### src/sv/cmac_pkg.sv
// Shared types, constants and AES round functions for the AES-128 CMAC tag engine.
package cmac_pkg;

  localparam int unsigned BlockBytes = 16;
  localparam logic [7:0] PadByte = 8'h80;
  localparam logic [127:0] RbConst = 128'h87;
  localparam logic [3:0] LastRound = 4'd9;

  typedef struct packed {
    logic [7:0] data_byte;
    logic       has_byte;
    logic       last;
  } msg_t;

  typedef struct packed {
    logic [63:0] tag_high;
    logic [63:0] tag_low;
  } tag_t;

  // Register indexes on the configuration port.
  localparam logic REG_KEY_HIGH = 1'b0;
  localparam logic REG_KEY_LOW  = 1'b1;

  typedef enum logic [1:0] {
    JOB_CHAIN,
    JOB_FULL,
    JOB_PAD
  } job_kind_t;

  typedef struct packed {
    logic [127:0] block;
    job_kind_t    kind;
  } job_t;

  typedef enum logic {
    BK_IDLE,
    BK_RUN
  } back_state_t;

  typedef enum logic [1:0] {
    MD_DERIVE,
    MD_CHAIN,
    MD_TAG
  } back_mode_t;

  localparam logic [7:0] SBOX [0:255] = '{
    8'h63,8'h7c,8'h77,8'h7b,8'hf2,8'h6b,8'h6f,8'hc5,8'h30,8'h01,8'h67,8'h2b,8'hfe,8'hd7,8'hab,8'h76,
    8'hca,8'h82,8'hc9,8'h7d,8'hfa,8'h59,8'h47,8'hf0,8'had,8'hd4,8'ha2,8'haf,8'h9c,8'ha4,8'h72,8'hc0,
    8'hb7,8'hfd,8'h93,8'h26,8'h36,8'h3f,8'hf7,8'hcc,8'h34,8'ha5,8'he5,8'hf1,8'h71,8'hd8,8'h31,8'h15,
    8'h04,8'hc7,8'h23,8'hc3,8'h18,8'h96,8'h05,8'h9a,8'h07,8'h12,8'h80,8'he2,8'heb,8'h27,8'hb2,8'h75,
    8'h09,8'h83,8'h2c,8'h1a,8'h1b,8'h6e,8'h5a,8'ha0,8'h52,8'h3b,8'hd6,8'hb3,8'h29,8'he3,8'h2f,8'h84,
    8'h53,8'hd1,8'h00,8'hed,8'h20,8'hfc,8'hb1,8'h5b,8'h6a,8'hcb,8'hbe,8'h39,8'h4a,8'h4c,8'h58,8'hcf,
    8'hd0,8'hef,8'haa,8'hfb,8'h43,8'h4d,8'h33,8'h85,8'h45,8'hf9,8'h02,8'h7f,8'h50,8'h3c,8'h9f,8'ha8,
    8'h51,8'ha3,8'h40,8'h8f,8'h92,8'h9d,8'h38,8'hf5,8'hbc,8'hb6,8'hda,8'h21,8'h10,8'hff,8'hf3,8'hd2,
    8'hcd,8'h0c,8'h13,8'hec,8'h5f,8'h97,8'h44,8'h17,8'hc4,8'ha7,8'h7e,8'h3d,8'h64,8'h5d,8'h19,8'h73,
    8'h60,8'h81,8'h4f,8'hdc,8'h22,8'h2a,8'h90,8'h88,8'h46,8'hee,8'hb8,8'h14,8'hde,8'h5e,8'h0b,8'hdb,
    8'he0,8'h32,8'h3a,8'h0a,8'h49,8'h06,8'h24,8'h5c,8'hc2,8'hd3,8'hac,8'h62,8'h91,8'h95,8'he4,8'h79,
    8'he7,8'hc8,8'h37,8'h6d,8'h8d,8'hd5,8'h4e,8'ha9,8'h6c,8'h56,8'hf4,8'hea,8'h65,8'h7a,8'hae,8'h08,
    8'hba,8'h78,8'h25,8'h2e,8'h1c,8'ha6,8'hb4,8'hc6,8'he8,8'hdd,8'h74,8'h1f,8'h4b,8'hbd,8'h8b,8'h8a,
    8'h70,8'h3e,8'hb5,8'h66,8'h48,8'h03,8'hf6,8'h0e,8'h61,8'h35,8'h57,8'hb9,8'h86,8'hc1,8'h1d,8'h9e,
    8'he1,8'hf8,8'h98,8'h11,8'h69,8'hd9,8'h8e,8'h94,8'h9b,8'h1e,8'h87,8'he9,8'hce,8'h55,8'h28,8'hdf,
    8'h8c,8'ha1,8'h89,8'h0d,8'hbf,8'he6,8'h42,8'h68,8'h41,8'h99,8'h2d,8'h0f,8'hb0,8'h54,8'hbb,8'h16
  };

  localparam logic [7:0] RCON [0:9] = '{
    8'h01,8'h02,8'h04,8'h08,8'h10,8'h20,8'h40,8'h80,8'h1b,8'h36
  };

  function automatic logic [7:0] xtime(input logic [7:0] x);
    xtime = {x[6:0], 1'b0} ^ (x[7] ? 8'h1b : 8'h00);
  endfunction

  // One AES round; byte i of a block sits at bits [127-8i -: 8].
  function automatic logic [127:0] aes_round(input logic [127:0] st, input logic [127:0] rk,
                                             input logic final_rnd);
    logic [7:0] s [16];
    logic [7:0] t [16];
    logic [7:0] a0, a1, a2, a3, x;
    logic [127:0] r;
    for (int i = 0; i < 16; i++) begin
      s[i] = st[127-8*i -: 8];
    end
    for (int c = 0; c < 4; c++) begin
      for (int row = 0; row < 4; row++) begin
        t[4*c+row] = SBOX[s[4*((c+row)%4)+row]];
      end
    end
    if (!final_rnd) begin
      for (int c = 0; c < 4; c++) begin
        a0 = t[4*c];
        a1 = t[4*c+1];
        a2 = t[4*c+2];
        a3 = t[4*c+3];
        x = a0 ^ a1 ^ a2 ^ a3;
        t[4*c]   = a0 ^ x ^ xtime(a0 ^ a1);
        t[4*c+1] = a1 ^ x ^ xtime(a1 ^ a2);
        t[4*c+2] = a2 ^ x ^ xtime(a2 ^ a3);
        t[4*c+3] = a3 ^ x ^ xtime(a3 ^ a0);
      end
    end
    for (int i = 0; i < 16; i++) begin
      r[127-8*i -: 8] = t[i] ^ rk[127-8*i -: 8];
    end
    aes_round = r;
  endfunction

  // Next AES-128 round key from the current one.
  function automatic logic [127:0] key_expand(input logic [127:0] rk, input logic [7:0] rc);
    logic [31:0] w0, w1, w2, w3, tw;
    w0 = rk[127:96];
    w1 = rk[95:64];
    w2 = rk[63:32];
    w3 = rk[31:0];
    tw = {SBOX[w3[23:16]] ^ rc, SBOX[w3[15:8]], SBOX[w3[7:0]], SBOX[w3[31:24]]};
    w0 = w0 ^ tw;
    w1 = w1 ^ w0;
    w2 = w2 ^ w1;
    w3 = w3 ^ w2;
    key_expand = {w0, w1, w2, w3};
  endfunction

  // Doubling in GF(2^128) for subkey derivation.
  function automatic logic [127:0] gf_dbl(input logic [127:0] v);
    gf_dbl = {v[126:0], 1'b0} ^ (v[127] ? RbConst : 128'd0);
  endfunction

endpackage

### src/sv/cmac_front.sv
// Front end: collects message bytes into blocks and issues block jobs.
module cmac_front (
  input  logic              clk,
  input  logic              rst,
  input  logic              msg_valid,
  output logic              msg_stall,
  input  cmac_pkg::msg_t    msg,
  input  logic              q_full,
  output logic              q_push,
  output cmac_pkg::job_t    q_job
);

  logic [4:0]   held;
  logic [4:0]   held_next;
  logic [127:0] blk;
  logic [127:0] blk_next;
  logic         pend;
  logic         pend_next;
  logic         acc;
  logic [3:0]   idx;

  // Pads the held bytes with the marker byte and zeros.
  function automatic logic [127:0] pad_block(input logic [127:0] b, input logic [4:0] n);
    logic [127:0] r;
    for (int i = 0; i < 16; i++) begin
      if (5'(i) < n) begin
        r[127-8*i -: 8] = b[127-8*i -: 8];
      end else if (5'(i) == n) begin
        r[127-8*i -: 8] = cmac_pkg::PadByte;
      end else begin
        r[127-8*i -: 8] = 8'h00;
      end
    end
    pad_block = r;
  endfunction

  assign msg_stall = pend || q_full;
  assign acc = msg_valid && !msg_stall;

  always_comb begin
    held_next = held;
    blk_next = blk;
    pend_next = pend;
    q_push = 1'b0;
    q_job.block = blk;
    q_job.kind = cmac_pkg::JOB_CHAIN;
    idx = held[3:0];
    if (pend) begin
      if (!q_full) begin
        q_push = 1'b1;
        q_job.block = pad_block(blk, 5'd1);
        q_job.kind = cmac_pkg::JOB_PAD;
        pend_next = 1'b0;
        held_next = 5'd0;
      end
    end else if (acc) begin
      if (msg.has_byte) begin
        if (held == 5'(cmac_pkg::BlockBytes)) begin
          // A full block followed by more bytes is chained now.
          q_push = 1'b1;
          q_job.block = blk;
          q_job.kind = cmac_pkg::JOB_CHAIN;
          idx = 4'd0;
        end
        for (int i = 0; i < 16; i++) begin
          if (4'(i) == idx) begin
            blk_next[127-8*i -: 8] = msg.data_byte;
          end
        end
        held_next = {1'b0, idx} + 5'd1;
      end
      if (msg.last) begin
        if (q_push) begin
          // The final block is held pending and goes out once the queue is not full.
          pend_next = 1'b1;
        end else begin
          q_push = 1'b1;
          if (held_next == 5'(cmac_pkg::BlockBytes)) begin
            q_job.block = blk_next;
            q_job.kind = cmac_pkg::JOB_FULL;
          end else begin
            q_job.block = pad_block(blk_next, held_next);
            q_job.kind = cmac_pkg::JOB_PAD;
          end
          held_next = 5'd0;
        end
      end
    end
  end

  always_ff @(posedge clk) begin
    if (rst) begin
      held <= 5'd0;
      pend <= 1'b0;
    end else begin
      held <= held_next;
      pend <= pend_next;
    end
    blk <= blk_next;
  end

endmodule

### config.mk
export PLATFORM = sky130hd
export DESIGN_NAME = cmac_front
export DESIGN_NICKNAME = d
export VERILOG_FILES = /design/src/sv/cmac_pkg.sv /design/src/sv/cmac_front.sv
export SDC_FILE = /design/constraint.sdc
export NUM_CORES = 1
export LEC_CHECK = 0
export BUFFER_PORTS_ARGS = -buffer_cell sky130_fd_sc_hd__buf_2
export CAP_MARGIN = 20
export CORE_MARGIN = 1
export CORE_UTILIZATION = 40
export DETAILED_ROUTE_END_ITERATION = 10
export MAX_ROUTING_LAYER = met4
export PLACE_DENSITY = 0.61
export SLEW_MARGIN = 20
export SYNTH_ARGS = -nofsm -noshare
export SYNTH_HDL_FRONTEND = slang
export SYNTH_SLANG_ARGS = --single-unit
### constraint.sdc
create_clock -name clk -period 11.5 [get_ports clk]
set_input_delay 2.3 -clock clk [delete_from_list [all_inputs] [get_ports clk]]
set_output_delay 2.3 -clock clk [all_outputs]
set_load 0.1 [all_outputs]
---- Yosys cells after proc, flatten, opt, wreduce, memory -nomap -nowiden ----
Index checks and enable logic that the tools add are counted.
cells by class
  add/subtract/negate cells ............... 1
  order comparisons ....................... 16
  equality and inequality tests ........... 33
  muxes and demuxes ....................... 80
  bitwise operators ....................... 1
  reduce and logical (&&, ||, !) cells .... 8
operators by type and width
  cell                                                       number
  two-way mux 130 bit                                        5
  two-way mux 8 bit                                          48
  two-way mux 128 bit                                        1
  two-way mux 122 bit                                        1
  == test 4 x 5 -> 1 bit, first input constant               8
  less-than comparator 4 x 5 -> 1 bit, first input constant  8
  two-way mux 5 bit                                          8
  == test 4 bit, first input constant                        8
  == test 3 x 5 -> 1 bit, first input constant               4
  less-than comparator 3 x 5 -> 1 bit, first input constant  4
  == test 3 x 4 -> 1 bit, first input constant               4
  two-way mux 4 bit                                          4
  two-way mux 1 bit                                          13
  == test 2 x 5 -> 1 bit, first input constant               2
  == test 5 bit, second input constant                       2
  less-than comparator 1 x 5 -> 1 bit, first input constant  2
  less-than comparator 2 x 5 -> 1 bit, first input constant  2
  == test 2 x 4 -> 1 bit, first input constant               2
  adder 4 x 1 -> 5 bit, second input constant                1
  == test 1 x 5 -> 1 bit, first input constant               1
  logical NOT 5 bit                                          1
  == test 1 x 4 -> 1 bit, first input constant               1
  logical NOT 4 bit                                          1
  AND reduction 2 bit                                        2
  6 further kinds                                            6
word-level totals
  register bits ........................... 134
  bits of input ports ..................... 14

---- Logic depth before layout (Yosys ltp) ----
Gate-level depths: netlist of the first run.
  depth after elaboration ................. 17
  depth in mapped cells ................... 11
  gate-level depth less buffers ........... 7

---- Worst setup path after synthesis of the first run ----
Ideal clock, no wire load.
  kind .................................... input to register
  start point ............................. input port q_full
  end point ............................... register held[0]
  setup time .............................. 70 ps
  arrival ................................. 9149 ps
  required time ........................... 11430 ps
  slack ................................... 2281 ps
  cell stages on the path ................. 5
  buffers on the path ..................... 0
  cells stage by stage .................... or2_2 > nor2_1 > and2_1 > o21ai_0 > a21oi_1
between the ends
  cells in the longest elaborated chain, start to end .. 5
  elaborated cells between the ends (all ways) .. 6
  classes of those cells .................. 1 x eq/ne; 5 x reduce/logical
ends and longest elaborated chain
  what                             line              source
  start: declaration               cmac_front.sv:8   input logic q_full,
  logical OR 1 bit                 cmac_front.sv:37  assign msg_stall = pend || q_full;
  logical NOT 1 bit                cmac_front.sv:38  assign acc = msg_valid && !msg_stall;
  logical AND 1 bit                cmac_front.sv:38
  nonzero test 2 bit (no line)     n/a
  AND reduction 2 bit (no line) *  n/a
  end signal: assignment           cmac_front.sv:96  held <= held_next;
  end: declaration                 cmac_front.sv:13  logic [4:0] held;
Mark *: on every way between the ends. The rest lies on a longest branch, timed or not.
A chain may end at the register's enable or synchronous reset.

==> metrics, run 1 <==
status finished, final reports clean; I/O pin cnt 146; synth unique cells 73; HP Start pend$_SDFF_PP0_; 1st-iter DRT viols 439; area delta synth->final 17.0%; CTS resizes 0; Initial Utilization around 41%; total negative slack 0 ps; CTS Root Cell clkbuf_16; first-pass GRT wire length between 30000 and 40000 um; Worst Skew 11.3 ps; final count of hold timing violations 0; Pint 0.969 mW; IO buf count 145; share of layout cells above drive strength 1 36.1%; reg-to-reg slack, setup 8770 ps; Seq cells post-synth between 100 and 150; top_reg_cell synth edfxtp_1; Max clock buf depth 2; sw frac ~33%; share of flip-flops with an asynchronous set or reset 0%; Reg clk slew, reported paths 60 ps; GRT Util Overall about 22%; Pins Over Slew Limit 0; # DRC 0; CTS tree yes; Worst Hold End pend$_SDFF_PP0_; critical path class input pin to primary output; Worst EP required between 9000 and 10000 ps; synth top area cells edfxtp_1 (46%), mux2_2 (11%), nand2_1 (5.7%), a22o_1 (5.6%), mux2i_1 (3.6%); most frequent cell after synthesis edfxtp_1; Max-slew headroom 30.4%; register share of total power between 30% and 40%; Num CTS Buffers 17; startpoint types input pin; top-area cell type share of the netlist area between 40% and 50%; Finish-stage setup viols 0; Final Wtd Congestion 0.798; largest area contributor in the netlist edfxtp_1; CP Capture Type primary output; # hold bufs at CTS 0; sequential share of the synthesized area 47.7%; final cell count without fillers approximately 1100; CP max stage cell a21oi_2; Lkg Pwr 4.06 nW; min-delay worst type register to register; RSZ-0062 raised after global routing false; DP HPWL 15100 um; Die ar. between 0.02 and 0.025 mm^2; 1st-pass router iterations 5; combinational power share a little over 20%; r2r startpoint pend$_SDFF_PP0_; Die Ht 146 um; most frequent cell on the critical path buf_2; Core Area approximately 0.020 mm^2; Setup Fix Bufs, Post-CTS 0; DR vias/cell between 5 and 6; Row Count 52; peak supply drop 96.8 uV; H-Tree Level Count 4; Post-Syn Area per Cell 11.4 um^2; Critical Path AT 5440 ps; initial antenna violation count 0; largest net degree at the start of global routing 87; layout net count 867; Hold Path Depth 2; post-route ant nets 0; Cell Chain, Critical Path buf_2 -> nand4_1 -> nand2_2 -> nor2_2 -> a21oi_2 -> a32o_1 -> buf_2; PD cells about 150 mW/mm^2; worst-margin pin slew 1040 ps; vias in the first global route 6103; top fanout value on the critical path 34; Sink Count 134; overall via count from detail_route around 6400; Post-Synthesis Cells 730; Synthesized Nets 748; Critical Path Max Stage Delay 620 ps; routed len/inst 20.1 um; Post-synth EDFFs 128; Final Cycle Share approximately two thirds; Switching Power 0.482 mW; Cells after DPL between 1000 and 1500; crit path time final 7740 ps; ANT cells 0; clk_lat worst skew about 430 ps; fmax 129 MHz; count of yosys warnings during synthesis 0; max-cap viol count 0; die width 146 um; Reg-to-Reg End blk[67]$_DFFE_PP_; reg2reg path depth 4; GRT Residual Overflow 0; WL final roughly 23000 um; Synth Cell Area roughly 0.0083 mm^2; Clock power frac 40.6%; Commonest cells post-synth edfxtp_1 (128), nand2_1 (125), mux2_2 (78)
==> sequential cells by signal, summed over array words and instances (netlist names) <==
signal,flops
pend,1
held,5
blk,128
==> final cells by class <==
class	instances	area, um^2
tap	270	338
fill	1895	10600
multi-input combinational	507	3870
clock inverter	14	200
clock buffer	18	429
inverter	38	143
sequential	134	3960
timing repair buffer	151	771
==> metrics by stage <==
| step | util [%] | power [mW] | hold slack (ps) | instance area, um^2 | setup WS (ps) |
|---|---|---|---|---|---|
| floorplan | - | 0.827 | 472 | 8300 | 2280 |
| global placement | 44.8 | 0.871 | 508 | 9090 | 3800 |
| detailed placement | 44.8 | 0.873 | 522 | 9090 | 3780 |
| CTS | 47.9 | 1.46 | 530 | 9720 | 3780 |
| global route | 47.9 | 1.49 | 551 | 9720 | 3510 |
| finish | 47.9 | 1.45 | 523 | 9720 | 3760 |
==> cell families after synthesis <==
group	synth area share, %
and+or+nand+nor	13.4
AOI/OAI and AO/OA	17.4
DFF	47.7
muxes	14.2
buffers and inverters	5.74
adders and majority gates	0.603
xor gates and xnor gates	0.859
==> worst max-delay path, delay by kind of cell <==
kind,cells,cell delay (ps)
AND/OR/NAND/NOR,3,1250
buffers and inverters,2,940
AO/OA/AOI/OAI,2,920
==> cells in the final DEF (no fill, tap or decap), types with 3 or more instances in the layout <==
| cell type | n |
|---|---|
| buf_2 | 145 |
| edfxtp_1 | 128 |
| nand2_1 | 125 |
| mux2_2 | 78 |
| a22o_1 | 53 |
| inv_1 | 38 |
| mux2i_1 | 30 |
| o21ai_1 | 30 |
| a32o_1 | 28 |
| clkbuf_16 | 17 |
| o21ai_0 | 15 |
| nor2_1 | 14 |
| nand3_1 | 10 |
| a21oi_1 | 9 |
| nand2b_1 | 7 |
| dfxtp_1 | 6 |
| buf_4 | 6 |
| nor3_4 | 5 |
| nand3_2 | 5 |
| nand4_1 | 5 |
| o21ai_2 | 5 |
| a22oi_1 | 5 |
| nand2_2 | 4 |
| a31oi_1 | 4 |
| ha_1 | 4 |
| clkinv_4 | 4 |
| bufinv_16 | 4 |
| and4b_1 | 3 |
| nor3_1 | 3 |
| nor2_2 | 3 |
| o21bai_1 | 3 |
| nor2b_1 | 3 |
| o22ai_1 | 3 |
| a21o_1 | 3 |
| clkinvlp_4 | 3 |
==> power groups by stage <==
stage / Clock (mW) / Sequential [mW] / Combinational, mW
floorplan: 0 / 0.574 / 0.252
finish: 0.589 / 0.563 / 0.299
CTS: 0.597 / 0.563 / 0.300
global placement: 0 / 0.573 / 0.298
detailed placement: 0 / 0.574 / 0.299
global route: 0.616 / 0.566 / 0.310
==> layer usage <==
layer	share of wire [%]	track usage, %	vias to the layer above	routed length (um)
li1	-	-	3012	-
met1	46	29.8	3189	10500
met2	47	34.3	178	10800
met3	5.3	3.56	13	1210
met4	0.86	6.25	0	196
met5	0	-	-	0
==> worst max path at each step <==
stage                start                    to  slack, ps  depth (start not counted)
finish              msg[1]             q_job[92]       3760                          7
global route        msg[1]             q_job[95]       3510                          7
CTS                 msg[1]             q_job[95]       3780                          7
detailed placement  msg[1]             q_job[95]       3780                          7
global placement    msg[1]             q_job[95]       3800                          7
floorplan           q_full  held[0]$_SDFFE_PP0P_       2280                          5
Power figures use the tool's default switching activity.
==> run 2, diff against run 1 <==
--- a/config.mk
+++ b/config.mk
@@ -11,7 +11,7 @@
 export CORE_UTILIZATION = 40
 export DETAILED_ROUTE_END_ITERATION = 10
 export MAX_ROUTING_LAYER = met4
-export PLACE_DENSITY = 0.61
+export PLACE_DENSITY = 0.64
 export SLEW_MARGIN = 20
 export SYNTH_ARGS = -nofsm -noshare
 export SYNTH_HDL_FRONTEND = slang
==> constraint.sdc (replaced) <==
create_clock -name clk -period 6.8 [get_ports clk]
set_input_delay 1.36 -clock clk [delete_from_list [all_inputs] [get_ports clk]]
set_output_delay 1.36 -clock clk [all_outputs]
set_load 0.1 [all_outputs]
==> run 2 against run 1 <==
Effect of this change:
- cell count grew 0.18%
- global-route usage up 0.13 points
- sequential power up 69%
- worst hold slack better by 2.3 ps
- critical endpoint is now q_job[93]
==> metrics, run 2 (synthesis results as in run 1) <==
Critical Path AT 4490 ps (-950 ps); Pins Over Slew Limit 0 (unchanged); Row Count 52 (unchanged); IO buf count 145 (unchanged); # DRC 0 (unchanged); register share of total power 38.8% (about the same); post-route ant nets 0 (unchanged); sw frac 33.2% (about the same); routed len/inst 20.2 um (+0.34%); Setup Fix Bufs, Post-CTS 0 (unchanged); Pint 1.64 mW (+69%); 1st-pass router iterations 4 (-1); overall via count from detail_route 6358 (-0.53%); status finished, final reports clean; fmax ~170 MHz; Core Area 0.0203 mm^2 (unchanged); Final Wtd Congestion 0.879 (+10%); area delta synth->final 17.3%; most frequent cell on the critical path buf_2; initial antenna violation count 0 (unchanged); Buf/Inv on CP 2 (unchanged); largest net degree at the start of global routing 67 (-23%); Die Ht 146 um (unchanged); combinational power share 20.7% (about the same); # hold bufs at CTS 0 (unchanged); RSZ-0062 raised after global routing false; CP max stage cell a21oi_2; share of layout cells above drive strength 1 36.1% (about the same); Cell Chain, Critical Path buf_2 -> nand4_1 -> nand2_2 -> nor2_2 -> a21oi_2 -> a32o_1 -> buf_2; I/O pin cnt 146 (unchanged); Die ar. 0.0213 mm^2 (unchanged); clk_lat worst skew 420 ps (about the same); crit path time final ~5900 ps; first-pass GRT wire length 35300 um (+0.26%); die width 146 um (unchanged); Final Cycle Share 86.1%; Max clock buf depth 2 (unchanged); worst-margin pin slew 968 ps (-75.6 ps); pre-CTS WS 1010 ps (-2770 ps); DP HPWL 15100 um (+0.21%); Initial Utilization 40.9% (unchanged); Largest register FFs 128 (unchanged); Worst Skew 9.51 ps (-1.74 ps); Max-slew headroom 35.1% (+4.7 points); Clock power frac 40.5% (about the same); max-cap viol count 0 (unchanged); 1st-iter DRT viols 628 (+43%); Sink Count 134 (unchanged); slack of the critical path 947 ps (-2810 ps); WL final 22900 um (+0.52%); CP Capture Type primary output; CTS tree yes; Worst EP required 5440 ps (-3760 ps); Most flops, register blk; most common cell after layout, fill and taps aside buf_2; Finish-stage setup viols 0 (unchanged); reg-to-reg slack, setup 4210 ps (-4560 ps); min-delay worst type register to register; CTS Root Cell clkbuf_16; largest registers blk: 128 flops, held: 5 flops, pend: 1 flops; CTS resizes 0 (unchanged); startpoint types input pin; total negative slack 0 ps (unchanged); commonest cells after routing, fill and taps aside buf_2 (145), edfxtp_1 (128), nand2_1 (125); Reg clk slew, reported paths 60 ps (about the same); vias in the first global route 5993 (-1.8%); layout net count 869 (+0.23%); critical path class input pin to primary output; Lkg Pwr 4.08 nW (+0.33%); peak supply drop 147 uV (+51%); CP top delay family simple AND/OR/NAND/NOR gates; ANT cells 0 (unchanged); GRT Util Overall 22.2% (+0.13 points); GRT Residual Overflow 0 (unchanged); PD cells 252 mW/mm^2 (+69%); top fanout value on the critical path 34 (unchanged); DR vias/cell 5.61 (-0.71%); Switching Power 0.815 mW (+69%); Critical Path Max Stage Delay 630 ps (about the same); H-Tree Level Count 4 (unchanged); final count of hold timing violations 0 (unchanged); Num CTS Buffers 17 (unchanged)
[run 2: metrics by stage]
step	util, %	std cells	hold WS, ps	total power, mW	cell area, um^2
floorplan	-	730	472	1.40	8310
global placement	44.9	1102	504	1.47	9110
detailed placement	44.9	1102	512	1.48	9110
CTS	48.0	1134	527	2.46	9740
global route	48.0	1134	570	2.52	9740
finish	48.0	1134	525	2.45	9740
[run 2: final timing paths]
kind	endpoint	cells past startpoint	from
worst max-delay path	q_job[93]	7	msg[1]
worst min-delay path	pend$_SDFF_PP0_	2	pend$_SDFF_PP0_
worst max register to register	held[4]$_SDFFE_PP0P_	5	held[1]$_SDFFE_PP0P_
worst min register to register	pend$_SDFF_PP0_	2	pend$_SDFF_PP0_
[run 2: metal layers]
metal	GRT usage [%]	wire length, um
met5	-	0
met4	6.15	306
met1	30.9	10700
met2	33.6	10700
met3	3.38	1210
[run 2: cell type report]
| class | instances | area [um^2] |
|---|---|---|
| timing repair buffer | 153 | 798 |
| clock inverter | 14 | 199 |
| inverter | 38 | 143 |
| tap | 270 | 338 |
| clock buffer | 18 | 429 |
| sequential | 134 | 3960 |
| multi-input combinational | 507 | 3870 |
| fill | 1883 | 10600 |
[run 2: power by group through the flow]
stage	combinational, mW	clock (mW)	sequential (mW)
after floorplan	0.427	0	0.969
after global placement	0.505	0	0.969
after detailed placement	0.506	0	0.970
after CTS	0.508	1.00	0.953
after global routing	0.525	1.04	0.956
final	0.507	0.994	0.953
[run 2: tightest hold or removal path: stages, from the launching register on]
cell and delay (ps):
dfxtp_1 350, nand2_1 70, a21oi_1 60
