==> src/sv/cmac_pkg.sv <==
// Shared types, constants and AES round functions for the AES-128 CMAC tag engine.
package cmac_pkg;

  localparam int unsigned BlockBytes = 16;
  localparam logic [7:0] PadByte = 8'h80;
  localparam logic [127:0] RbConst = 128'h87;
  localparam logic [3:0] LastRound = 4'd9;

  typedef struct packed {
    logic [7:0] data_byte;
    logic       has_byte;
    logic       last;
  } msg_t;

  typedef struct packed {
    logic [63:0] tag_high;
    logic [63:0] tag_low;
  } tag_t;

  // Register indexes on the configuration port.
  localparam logic REG_KEY_HIGH = 1'b0;
  localparam logic REG_KEY_LOW  = 1'b1;

  typedef enum logic [1:0] {
    JOB_CHAIN,
    JOB_FULL,
    JOB_PAD
  } job_kind_t;

  typedef struct packed {
    logic [127:0] block;
    job_kind_t    kind;
  } job_t;

  typedef enum logic {
    BK_IDLE,
    BK_RUN
  } back_state_t;

  typedef enum logic [1:0] {
    MD_DERIVE,
    MD_CHAIN,
    MD_TAG
  } back_mode_t;

  localparam logic [7:0] SBOX [0:255] = '{
    8'h63,8'h7c,8'h77,8'h7b,8'hf2,8'h6b,8'h6f,8'hc5,8'h30,8'h01,8'h67,8'h2b,8'hfe,8'hd7,8'hab,8'h76,
    8'hca,8'h82,8'hc9,8'h7d,8'hfa,8'h59,8'h47,8'hf0,8'had,8'hd4,8'ha2,8'haf,8'h9c,8'ha4,8'h72,8'hc0,
    8'hb7,8'hfd,8'h93,8'h26,8'h36,8'h3f,8'hf7,8'hcc,8'h34,8'ha5,8'he5,8'hf1,8'h71,8'hd8,8'h31,8'h15,
    8'h04,8'hc7,8'h23,8'hc3,8'h18,8'h96,8'h05,8'h9a,8'h07,8'h12,8'h80,8'he2,8'heb,8'h27,8'hb2,8'h75,
    8'h09,8'h83,8'h2c,8'h1a,8'h1b,8'h6e,8'h5a,8'ha0,8'h52,8'h3b,8'hd6,8'hb3,8'h29,8'he3,8'h2f,8'h84,
    8'h53,8'hd1,8'h00,8'hed,8'h20,8'hfc,8'hb1,8'h5b,8'h6a,8'hcb,8'hbe,8'h39,8'h4a,8'h4c,8'h58,8'hcf,
    8'hd0,8'hef,8'haa,8'hfb,8'h43,8'h4d,8'h33,8'h85,8'h45,8'hf9,8'h02,8'h7f,8'h50,8'h3c,8'h9f,8'ha8,
    8'h51,8'ha3,8'h40,8'h8f,8'h92,8'h9d,8'h38,8'hf5,8'hbc,8'hb6,8'hda,8'h21,8'h10,8'hff,8'hf3,8'hd2,
    8'hcd,8'h0c,8'h13,8'hec,8'h5f,8'h97,8'h44,8'h17,8'hc4,8'ha7,8'h7e,8'h3d,8'h64,8'h5d,8'h19,8'h73,
    8'h60,8'h81,8'h4f,8'hdc,8'h22,8'h2a,8'h90,8'h88,8'h46,8'hee,8'hb8,8'h14,8'hde,8'h5e,8'h0b,8'hdb,
    8'he0,8'h32,8'h3a,8'h0a,8'h49,8'h06,8'h24,8'h5c,8'hc2,8'hd3,8'hac,8'h62,8'h91,8'h95,8'he4,8'h79,
    8'he7,8'hc8,8'h37,8'h6d,8'h8d,8'hd5,8'h4e,8'ha9,8'h6c,8'h56,8'hf4,8'hea,8'h65,8'h7a,8'hae,8'h08,
    8'hba,8'h78,8'h25,8'h2e,8'h1c,8'ha6,8'hb4,8'hc6,8'he8,8'hdd,8'h74,8'h1f,8'h4b,8'hbd,8'h8b,8'h8a,
    8'h70,8'h3e,8'hb5,8'h66,8'h48,8'h03,8'hf6,8'h0e,8'h61,8'h35,8'h57,8'hb9,8'h86,8'hc1,8'h1d,8'h9e,
    8'he1,8'hf8,8'h98,8'h11,8'h69,8'hd9,8'h8e,8'h94,8'h9b,8'h1e,8'h87,8'he9,8'hce,8'h55,8'h28,8'hdf,
    8'h8c,8'ha1,8'h89,8'h0d,8'hbf,8'he6,8'h42,8'h68,8'h41,8'h99,8'h2d,8'h0f,8'hb0,8'h54,8'hbb,8'h16
  };

  localparam logic [7:0] RCON [0:9] = '{
    8'h01,8'h02,8'h04,8'h08,8'h10,8'h20,8'h40,8'h80,8'h1b,8'h36
  };

  function automatic logic [7:0] xtime(input logic [7:0] x);
    xtime = {x[6:0], 1'b0} ^ (x[7] ? 8'h1b : 8'h00);
  endfunction

  // One AES round; byte i of a block sits at bits [127-8i -: 8].
  function automatic logic [127:0] aes_round(input logic [127:0] st, input logic [127:0] rk,
                                             input logic final_rnd);
    logic [7:0] s [16];
    logic [7:0] t [16];
    logic [7:0] a0, a1, a2, a3, x;
    logic [127:0] r;
    for (int i = 0; i < 16; i++) begin
      s[i] = st[127-8*i -: 8];
    end
    for (int c = 0; c < 4; c++) begin
      for (int row = 0; row < 4; row++) begin
        t[4*c+row] = SBOX[s[4*((c+row)%4)+row]];
      end
    end
    if (!final_rnd) begin
      for (int c = 0; c < 4; c++) begin
        a0 = t[4*c];
        a1 = t[4*c+1];
        a2 = t[4*c+2];
        a3 = t[4*c+3];
        x = a0 ^ a1 ^ a2 ^ a3;
        t[4*c]   = a0 ^ x ^ xtime(a0 ^ a1);
        t[4*c+1] = a1 ^ x ^ xtime(a1 ^ a2);
        t[4*c+2] = a2 ^ x ^ xtime(a2 ^ a3);
        t[4*c+3] = a3 ^ x ^ xtime(a3 ^ a0);
      end
    end
    for (int i = 0; i < 16; i++) begin
      r[127-8*i -: 8] = t[i] ^ rk[127-8*i -: 8];
    end
    aes_round = r;
  endfunction

  // Next AES-128 round key from the current one.
  function automatic logic [127:0] key_expand(input logic [127:0] rk, input logic [7:0] rc);
    logic [31:0] w0, w1, w2, w3, tw;
    w0 = rk[127:96];
    w1 = rk[95:64];
    w2 = rk[63:32];
    w3 = rk[31:0];
    tw = {SBOX[w3[23:16]] ^ rc, SBOX[w3[15:8]], SBOX[w3[7:0]], SBOX[w3[31:24]]};
    w0 = w0 ^ tw;
    w1 = w1 ^ w0;
    w2 = w2 ^ w1;
    w3 = w3 ^ w2;
    key_expand = {w0, w1, w2, w3};
  endfunction

  // Doubling in GF(2^128) for subkey derivation.
  function automatic logic [127:0] gf_dbl(input logic [127:0] v);
    gf_dbl = {v[126:0], 1'b0} ^ (v[127] ? RbConst : 128'd0);
  endfunction

endpackage

==> src/sv/cmac_queue.sv <==
// Two-entry job queue between the front end and the cipher back end.
module cmac_queue (
  input  logic           clk,
  input  logic           rst,
  input  logic           push,
  input  cmac_pkg::job_t push_job,
  input  logic           pop,
  output cmac_pkg::job_t head,
  output logic           full,
  output logic           nonempty
);

  cmac_pkg::job_t slots [2];
  logic           wr_ptr;
  logic           rd_ptr;
  logic [1:0]     count;

  assign full = count == 2'd2;
  assign nonempty = count != 2'd0;
  assign head = slots[rd_ptr];

  always_ff @(posedge clk) begin
    if (rst) begin
      wr_ptr <= 1'b0;
      rd_ptr <= 1'b0;
      count <= 2'd0;
    end else begin
      if (push) begin
        wr_ptr <= ~wr_ptr;
      end
      if (pop) begin
        rd_ptr <= ~rd_ptr;
      end
      count <= count + {1'b0, push} - {1'b0, pop};
    end
    if (push) begin
      slots[wr_ptr] <= push_job;
    end
  end

endmodule

==> config.mk <==
export PLATFORM = sky130hd
export DESIGN_NAME = cmac_queue
export DESIGN_NICKNAME = d
export VERILOG_FILES = /design/src/sv/cmac_pkg.sv /design/src/sv/cmac_queue.sv
export SDC_FILE = /design/constraint.sdc
export NUM_CORES = 1
export LEC_CHECK = 0
export BUFFER_PORTS_ARGS = -buffer_cell sky130_fd_sc_hd__buf_2
export CORE_UTILIZATION = 25
export CTS_CLUSTER_SIZE = 28
export DETAILED_ROUTE_END_ITERATION = 8
export SLEW_MARGIN = 10
export SYNTH_ARGS = -nofsm -noshare
export SYNTH_HDL_FRONTEND = slang
export SYNTH_SLANG_ARGS = --single-unit
==> constraint.sdc <==
create_clock -name clk -period 7.5 [get_ports clk]
set_input_delay 0.375 -clock clk [delete_from_list [all_inputs] [get_ports clk]]
set_output_delay 0.375 -clock clk [all_outputs]
set_load 0.05 [all_outputs]
# Word-level counts from Yosys, hierarchy flattened
# Memories as Yosys holds them, arrays and structs flattened. A register that Yosys moved wholly into a read port is not among the register bits.
# Index checks and enable logic that the tools add are counted.
# word_totals
reg_bits	4
ramBits	260
in_bits	134
out_inout_bits	132
n_memories	1
# memory_table
memory	words	width	read_ports	rd_ports_with_merged_regs	write_ports	line_no	rtl
slots	2	130	1	1	1	cmac_queue.sv:13	cmac_pkg::job_t slots [2];
# op_classes
add_sub_neg	2
n_eq_ne	1
mux	4
n_bitwise	2
reduce_logical	1
# ops
cell	n
two-way mux 1 bit	4
adder 2 x 1 -> 2 bit	1
== test 2 bit, second input constant	1
NOT 1 bit	2
nonzero test 2 bit	1
subtractor 2 x 1 -> 2 bit	1

# Depth between registers and ports, before layout
# Gate-level depths: netlist of the first run.
# logic_depth
depth_word	3
mapped_depth	6
mapped_depth_nobuf	6

# Least setup slack after synthesis of the first run
# OpenSTA, ideal clock, no wires.
# synth_path
path_type	reg-to-reg
start	register wr_ptr
end	memory slots[0][0] (netlist bit), enable pin
setup_time_ps	636
arrival_ps	6073
required_time_ps	6864
path_slack_ps	791
stages_incl_launch_ff	2
path_cell_list	dfxtp_1 > nor2b_1
# synth_lines
element	line_no	rtl
start: declaration	cmac_queue.sv:14	logic wr_ptr;
start signal: assignment	cmac_queue.sv:29	wr_ptr <= ~wr_ptr;
end: declaration	cmac_queue.sv:13	
# Straight into the memory's write port.

==> flow_metrics.tcl, run 1 <==
set metrics [dict create \
    period_minus_slack_ns 3.38 \
    slew_headroom 0.384 \
    htreeDepth 1 \
    syn_nets 561 \
    dieArea_um2 39300 \
    syn-mean-instance-area_um2 22.6 \
    hpwlAfterDp_mm 12.4 \
    drtAntennaViolNets 0 \
    placed_cells 1193 \
    grt_start_max_net_pins 69 \
    fin_nets 943 \
    dr.pass1.iters 4 \
    cts-buffers-inserted 28 \
    clock_latency_ns 0.55 \
    drc_errors 0 \
    clockBufferDepth 3 \
    clock-skew-final_ns 0.0222 \
    ys_seq_area_frac 0.822 \
    areaGrowthSynthToFinish_pct 39.0 \
    path_class "reg2out" \
    ioPinCount 266 \
    fmax_mhz 296 \
    cts_setup_buffers 0 \
    detail_route.wl_per_cell_um 14.8 \
    synth-seq-cells 265 \
    die_h_um 198 \
    core_area_um2 37800 \
    cp.required_ns 7.12 \
    min_period_over_period 0.450 \
    critPathArrivalTime_ns 3.00 \
    rsz0062_at_grt "false" \
    grt_usage 0.0964 \
    startpoint_type "flop" \
    reg2reg_depth 3 \
    antenna_found_initial 1 \
    timing.final.max_slew_violations 0 \
    cts_tree "built" \
    io_buffer_count 265 \
    vias 5238 \
    p_leak_nw 4.96 \
    min_path_cells 1 \
    gp_congestion 0.678 \
    overflow 0 \
    fp-row-count 71 \
    outcome "complete, no violations" \
    ir_worst_vdd_mv 0.172 \
    start_util 0.255 \
    min-delay-path-class "in2reg" \
    yosysWarnings 0 \
    worstMarginPinSlew_ns 0.925 \
    drive_above_1_share 0.536 \
    via_per_inst 3.91 \
    root_buffer "clkbuf_16" \
    cts.sinks 265 \
    wirelength_mm 19.8 \
    netlist_area_um2 9630 \
    yosysUniqueCellTypes 14 \
    p_per_area_nw_per_um2 281 \
    instances_no_fill 1338 \
    critical_path_peak_fanout 68 \
    synthCells 425 \
    grt_pass1_vias 5389 \
    dr.first_iter.drc_count 194 \
    drv_cap 0 \
    endpoint_kind "primary output" \
    clk_pin_slew_worst_paths_ns 0.06 \
    setup_tns_ns 0 \
    fp.dieW_um 198 \
    hold_violations 0 \
    grt_first_pass_wirelength_mm 29.3 \
    setup_violations 0 \
]
-- metal layers --
layer | vias to the layer above | GRT usage | routed length (um) | share of wire
met3 | 34 | 0.0371 | 1730 | 0.087
li1 | 2466 | - | - | -
met5 | - | 0 | 0 | 0
met4 | 0 | 0.0293 | 525 | 0.027
met2 | 197 | 0.159 | 9390 | 0.47
met1 | 2541 | 0.116 | 8150 | 0.41
-- logic make-up (layout without fill, tap and decap cells) --
family,Yosys count,after routing,synth area share
DFF,265,265,0.822
muxes,130,130,0.152
adders and majority gates,2,2,0.00260
xor gates and xnor gates,3,3,0.00416
other,0,1,0
buffers and inverters,16,417,0.0148
and+or+nand+nor,9,9,0.00481
-- placed cells by master (no fill, tap or decap), drive strengths merged --
cell	count
nor2	4
and2	1
clkinv	11
nor2b	3
ha	2
diode	1
inv	2
buf	271
dlygate4sd3	95
clkbuf	34
dfxtp	5
bufinv	4
xnor3	1
mux2	130
xnor2	2
edfxtp	260
or2	1
-- flip-flops by register name, indices dropped and copies added, names as in the netlist, named ones only --
name and cells:
slots 260, count 2, rd_ptr 1, wr_ptr 1
-- what timing repair did --
action / in CTS / in global routing
resized for setup: 0 / 0
hold endpoints to repair: 179 / 7
hold buffers: 91 / 4
-- stage by stage --
step | total power, mW | cell area (um2) | util | hold WS, ns | worst slack, ns
after global placement | 2.38 | 11500 | 0.305 | 0.490 | 4.62
after floorplan | 2.25 | 9630 | - | 0.447 | 0.791
final | 3.76 | 13400 | 0.354 | 0.0312 | 4.12
after global routing | 3.90 | 13400 | 0.354 | 0.000377 | 3.89
after detailed placement | 2.39 | 11500 | 0.305 | 0.503 | 4.60
after CTS | 3.81 | 13300 | 0.353 | 0.000610 | 3.98
-- final cells by class --
class,count,area [um2]
Tap cell,511,639
Antenna cell,1,2.50
Multi-Input combinational cell,144,1590
Fill cell,3618,24400
Inverter,2,7.51
Clock inverter,15,168
Sequential cell,265,7910
Timing Repair Buffer,366,2320
Clock buffer,34,744
-- worst max-delay path: stages, from the launching register on --
cell and delay (ns):
dfxtp_4 0.91, buf_4 0.77, mux2_2 0.43, buf_2 0.21
-- power breakdown --
part           total [mW]  switching (mW)  internal (mW)
clock network        1.37           0.533          0.834
registers            1.77          0.0354           1.73
logic               0.627           0.428          0.199
-- synth_stat cells (all sizes together) --
cell / instances / area share
or2: 1 / 0.00065
buf: 14 / 0.014
mux2: 130 / 0.15
inv: 2 / 0.00078
edfxtp: 260 / 0.81
ha: 2 / 0.0026
nor2b: 3 / 0.0020
and2: 1 / 0.00065
xnor3: 1 / 0.0023
xnor2: 2 / 0.0018
dfxtp: 5 / 0.010
nor2: 4 / 0.0016
-- worst paths after layout --
| check | from | endpoint | slack [ns] |
|---|---|---|---|
| worst max register to register | wr_ptr | slots[0][70] | 5.41 |
| worst min-delay path | push_job[78] | slots[1][78] | 0.03 |
| worst max-delay path | flop | head[127] | 4.12 |
| worst min register to register | rd_ptr | rd_ptr | 0.52 |
(Power assumes the default switching activity.)
==> run 2: changes to the inputs <==
Clock period 7.5 ns to 2.9 ns, I/O delays scaled along.
==> run 2 against run 1 <==
Net effect: die area unchanged; sequential power increased to 2.6 times the previous value; critical path depth stayed put; combinational power rose to 2.8 times the previous value; clock power rose to 2.6 times the previous value; hold slack improved by 0.28 ns; sequential cell count unchanged; via count grew 3.7%; routed wire length is 4.5% higher.
==> flow_metrics.tcl, run 2 (synthesis gave the netlist of run 1 again) <==
set metrics [dict create \
    path_class "reg2out" \
    areaGrowthSynthToFinish_pct 43.5 \
    fmax_mhz 422 \
    fp.dieW_um 198 \
    ioPinCount 266 \
    core_area_um2 37800 \
    cts.sinks 265 \
    htreeDepth 1 \
    clk_pin_slew_worst_paths_ns 0.06 \
    regMostFlops "slots" \
    fin_area_um2 13800 \
    reg2reg_to "slots[1][73]" \
    grt_pass1_vias 5829 \
    cpMaxStageDelayCell "buf_12" \
    drc_errors 0 \
    period_minus_slack_ns 2.37 \
    via_per_inst 3.94 \
    p_leak_nw 5.12 \
    min_path_cells 2 \
    critical_path_peak_fanout 130 \
    layout_common_cells "buf_2, edfxtp_1, dlygate4sd3_1, mux2_2, clkbuf_16" \
    fp-row-count 71 \
    cp.required_ns 2.76 \
    antenna_found_initial 0 \
    drtAntennaViolNets 0 \
    slew_headroom 0.449 \
    io_buffer_count 265 \
    fill_cells 3534 \
    timing.final.max_slew_violations 0 \
    placed_area_um2 11600 \
    root_buffer "clkbuf_16" \
    rrSetupSlack_ns 1.30 \
    min_period_over_period 0.816 \
    overflow 0 \
    rsz0062_at_grt "false" \
    layout_commonest_cell "buf_2" \
    drive_above_1_share 0.510 \
    power_mw 9.76 \
    die_h_um 198 \
    gp_congestion 0.683 \
    hold_violations 0 \
    reg2reg_depth 2 \
    detail_route.wl_per_cell_um 15.0 \
    dr.first_iter.drc_count 144 \
    cpPeakStageDelay_ns 0.50 \
    grt_first_pass_wirelength_mm 30.8 \
    clockBufferDepth 3 \
    clock_latency_ns 0.55 \
    ir_worst_vdd_mv 0.452 \
    clock-skew-final_ns 0.00915 \
    whs_ns 0.313 \
    worstMarginPinSlew_ns 0.826 \
    hpwlAfterDp_mm 12.5 \
    setup_tns_ns 0 \
    grt_start_max_net_pins 131 \
    fin_nets 984 \
    startpoint_type "flop" \
    reg_top3 "slots: 260 flops, count: 2 flops" \
    critPathArrivalTime_ns 2.22 \
    dieArea_um2 39300 \
    diodes 0 \
    whs_endpoint "slots[0][113]" \
    fin_util 0.366 \
    cts-buffers-inserted 29 \
    dr.pass1.iters 4 \
    min-delay-path-class "in2reg" \
    endpoint_kind "primary output" \
    setup_violations 0 \
    regToRegStartpoint "wr_ptr" \
    grt_usage 0.101 \
    largest_reg_flops 260 \
    wirelength_mm 20.7 \
    crit_chain "buf_12 > mux2_2 > buf_2" \
    cts-resized-gates 0 \
    hp-start "push_job[113]" \
    cts_tree "built" \
    start_util 0.255 \
    vias 5433 \
    outcome "complete, no violations" \
    p_per_area_nw_per_um2 707 \
    drv_cap 0 \
]
run 2: cell types whose count changed in the layout (fill, tap and decap cells not counted), sizes merged, moves of 2 or more:
cell	change
dlygate4sd3	+39
clkbuf	+4
clkinv	-4
clkinvlp	+2
run 2: layout make-up:
class,count,area [um2],share of cell area
Tap cell,511,639,0.0463
Multi-Input combinational cell,144,1590,0.115
Clock buffer,38,759,0.0550
Sequential cell,265,7910,0.573
Clock inverter,13,143,0.0103
Inverter,2,7.51,0.000543
Timing Repair Buffer,406,2770,0.201
run 2: where the power goes:
group | internal (mW) | switching (mW)
registers | 4.47 | 0.0498
clock network | 2.09 | 1.41
logic | 0.564 | 1.17
run 2: timing repair:
item | CTS | global route
hold endpoints to repair | 265 | 0
hold buffers | 134 | 0
setup buffers | 0 | 0
run 2: through the flow:
step                instances  worst slack, ns
CTS                      1379            0.530
finish                   1379            0.533
global placement         1194             1.13
global route             1379            0.433
floorplan                 425            0.206
detailed placement       1194             1.13
run 2: worst max-delay path: cells and delay by family (launching register included):
family	cells	cell delay, ns
buffers and inverters	2	0.72
multiplexers	1	0.44
flip-flops	1	0.35
run 2: worst max-delay path by stage:
stage           start     endpoint
6_report         flop    head[120]
5_1_grt          flop    head[120]
4_1_cts          flop    head[120]
3_5_place_dp     flop    head[120]
3_3_place_gp     flop    head[120]
2_1_floorplan  wr_ptr  slots[0][0]
run 2: metal layers:
metal / track usage / wire length (um) / vias to the layer above
li1: - / - / 2536
met1: 0.115 / 8340 / 2674
met2: 0.176 / 10200 / 177
met3: 0.0312 / 1500 / 46
met4: 0.0425 / 632 / 0
met5: 0 / 0 / -
==> run 3: changes to the inputs <==
Settings changed: ABC_AREA set to 1.
Clock period 2.9 ns to 1.95 ns, I/O delays scaled along.
==> run 3 against run 2 <==
Net effect: clock power rose by 54%; final cell count rose by 1.7%; first-iteration DRC count rose by 38%; sequential power rose by 48%; design area rose by 9.6%; die area barely moved; sequential share of layout area fell by 5.0 points; routed wire length rose by 14%; largest power group unchanged.
==> flow_metrics.tcl, run 3 <==
set metrics [dict create \
    startpoint_type "flop" \
    synthFlopType "edfxtp_1" \
    overflow 0 \
    grt_usage 0.113 \
    clockBufferDepth 3 \
    seq_power_share 0.441 \
    fin_nets 1004 \
    grt_pass1_vias 5951 \
    dieArea_um2 39300 \
    yosysTopAreaCell "edfxtp_1" \
    die_h_um 198 \
    critPathArrivalTime_ns 1.84 \
    yosysWarnings 0 \
    syn_nets 571 \
    dr.pass1.iters 4 \
    largest_reg_flops 260 \
    ioPinCount 266 \
    hp-start "push_job[80]" \
    dr.first_iter.drc_count 198 \
    whs_endpoint "slots[1][80]" \
    netlist_area_um2 9630 \
    layout_common_cells "edfxtp_1, buf_2, dlygate4sd3_1, buf_6, mux2_4" \
    hpwlAfterDp_mm 12.4 \
    yosysUniqueCellTypes 14 \
    hold_violations 0 \
    cts_tree "built" \
    via_per_inst 4.02 \
    power_switching_mw 4.02 \
    cts.sinks 265 \
    min_period_over_period 0.995 \
    fp.dieW_um 198 \
    intPower_mw 11.1 \
    clock-skew-final_ns 0.00671 \
    cts-buffers-inserted 29 \
    outcome "complete, no violations" \
    grt_first_pass_wirelength_mm 33.7 \
    whs_ns 0.262 \
    clock_latency_ns 0.55 \
    rrSetupSlack_ns 0.62 \
    path_class "reg2out" \
    ys_seq_area_frac 0.821 \
    clkPwrFrac 0.357 \
    core_area_um2 37800 \
    slew_headroom 0.673 \
    reg2reg_depth 3 \
    synthCells 435 \
    setup_violations 0 \
    synth-edff-count 260 \
    power_mw 15.2 \
    p_leak_nw 5.83 \
    reg2reg_to "slots[1][53]" \
    min-delay-path-class "in2reg" \
    async_reset_ff_frac 0 \
    combPwrFrac 0.202 \
    synth_area_leaders "edfxtp_1, mux2_2, buf_6" \
    ir_worst_vdd_mv 0.773 \
    endpoint_kind "primary output" \
    drv_cap 0 \
    synth-seq-cells 265 \
    fp-row-count 71 \
    rsz0062_at_grt "true" \
    regMostFlops "slots" \
    synth_commonest_cells "edfxtp_1, mux2_2, buf_6, inv_1, nor2_1" \
    syn-mean-instance-area_um2 22.1 \
    drtAntennaViolNets 0 \
    reg_top3 "slots: 260 flops, count: 2 flops" \
    vias 5637 \
    drc_errors 0 \
    min_path_cells 2 \
    regToRegStartpoint "wr_ptr" \
    htreeDepth 1 \
    synth_top_area_frac 0.811 \
    wirelength_mm 23.7 \
    antenna_found_initial 1 \
    grt_start_max_net_pins 72 \
    areaGrowthSynthToFinish_pct 57.3 \
    start_util 0.255 \
    drive_above_1_share 0.517 \
    fmax_mhz 515 \
    timing.final.max_slew_violations 0 \
    switching_share 0.266 \
    period_minus_slack_ns 1.94 \
    worstMarginPinSlew_ns 0.491 \
    p_per_area_nw_per_um2 1000 \
    root_buffer "clkbuf_16" \
    gp_congestion 0.651 \
    clk_pin_slew_worst_paths_ns 0.06 \
    io_buffer_count 265 \
    cp.required_ns 1.85 \
    critical_path_peak_fanout 17 \
    detail_route.wl_per_cell_um 16.9 \
    yosysMostFrequentCell "edfxtp_1" \
    layout_commonest_cell "edfxtp_1" \
]
run 3: changes by cell type after synthesis, moves of 3 or more:
cell,change
inv_1,+6
nand2_1,+5
nor2_1,+3
nor2b_1,-3
run 3: how the worst max path moves through the flow:
stage | depth (start not counted) | slack (ns) | start | end
6_report | 3 | 0.009 | flop | head[50]
5_1_grt | 3 | -0.09 | flop | head[50]
4_1_cts | 3 | -0.06 | flop | head[92]
3_5_place_dp | 3 | 0.47 | flop | head[58]
3_3_place_gp | 3 | 0.48 | flop | head[58]
2_1_floorplan | 2 | -0.77 | wr_ptr | slots[1][0]
run 3: worst max-delay path: stages, from the launching register on:
cell	delay [ns]
dfxtp_4	0.39
bufbuf_16	0.33
mux2_2	0.36
buf_2	0.21
run 3: power groups by stage:
stage / Combinational (mW) / Clock, mW / Sequential [mW]
5_1_grt: 3.20 / 5.78 / 6.71
6_report: 3.06 / 5.42 / 6.68
3_3_place_gp: 2.19 / 0 / 6.77
3_5_place_dp: 2.20 / 0 / 6.79
4_1_cts: 2.96 / 5.60 / 6.67
2_1_floorplan: 1.65 / 0 / 6.78
run 3: metrics by stage:
stage | utilization | area, um2 | setup slack (ns) | setup TNS, ns | std cells
floorplan | - | 9650 | -0.766 | -191.59 | 435
global placement | 0.307 | 11600 | 0.476 | 0 | 1204
detailed placement | 0.307 | 11600 | 0.466 | 0 | 1204
CTS | 0.394 | 14900 | -0.0560 | -2.17 | 1399
global route | 0.401 | 15100 | -0.0859 | -4.82 | 1402
finish | 0.401 | 15100 | 0.00937 | 0 | 1402
run 3: layer usage:
metal	vias up	global-route usage	share of wire
met4	0	0.0402	0.029
met1	2811	0.130	0.40
met2	195	0.197	0.50
met3	42	0.0365	0.069
met5	-	0.00128	0
li1	2589	-	-
run 3: area by class of cell:
cell class,instances,area (um2)
Inverter,8,33.8
Antenna cell,1,2.50
Fill cell,3425,22600
Multi-Input combinational cell,148,1860
Clock buffer,32,737
Tap cell,511,639
Sequential cell,265,7910
Clock inverter,21,214
Timing Repair Buffer,416,3740
run 3: kinds of logic after synthesis:
group           count (synthesis)  synth area share
flops                         265             0.821
mux                           130             0.152
buf+inv                        22            0.0171
simple gates                   14           0.00572
fa+ha+maj                       2           0.00260
compound gates                  1          0.000519
xor+xnor                        1          0.000910
run 3: repair_timing:
item,in CTS,in global routing
gates cloned,6,2
hold buffers,134,0
resized for setup,253,57
endpoints found under the hold margin,265,0
setup buffers,2,0
endpoints found under the setup margin,130,130
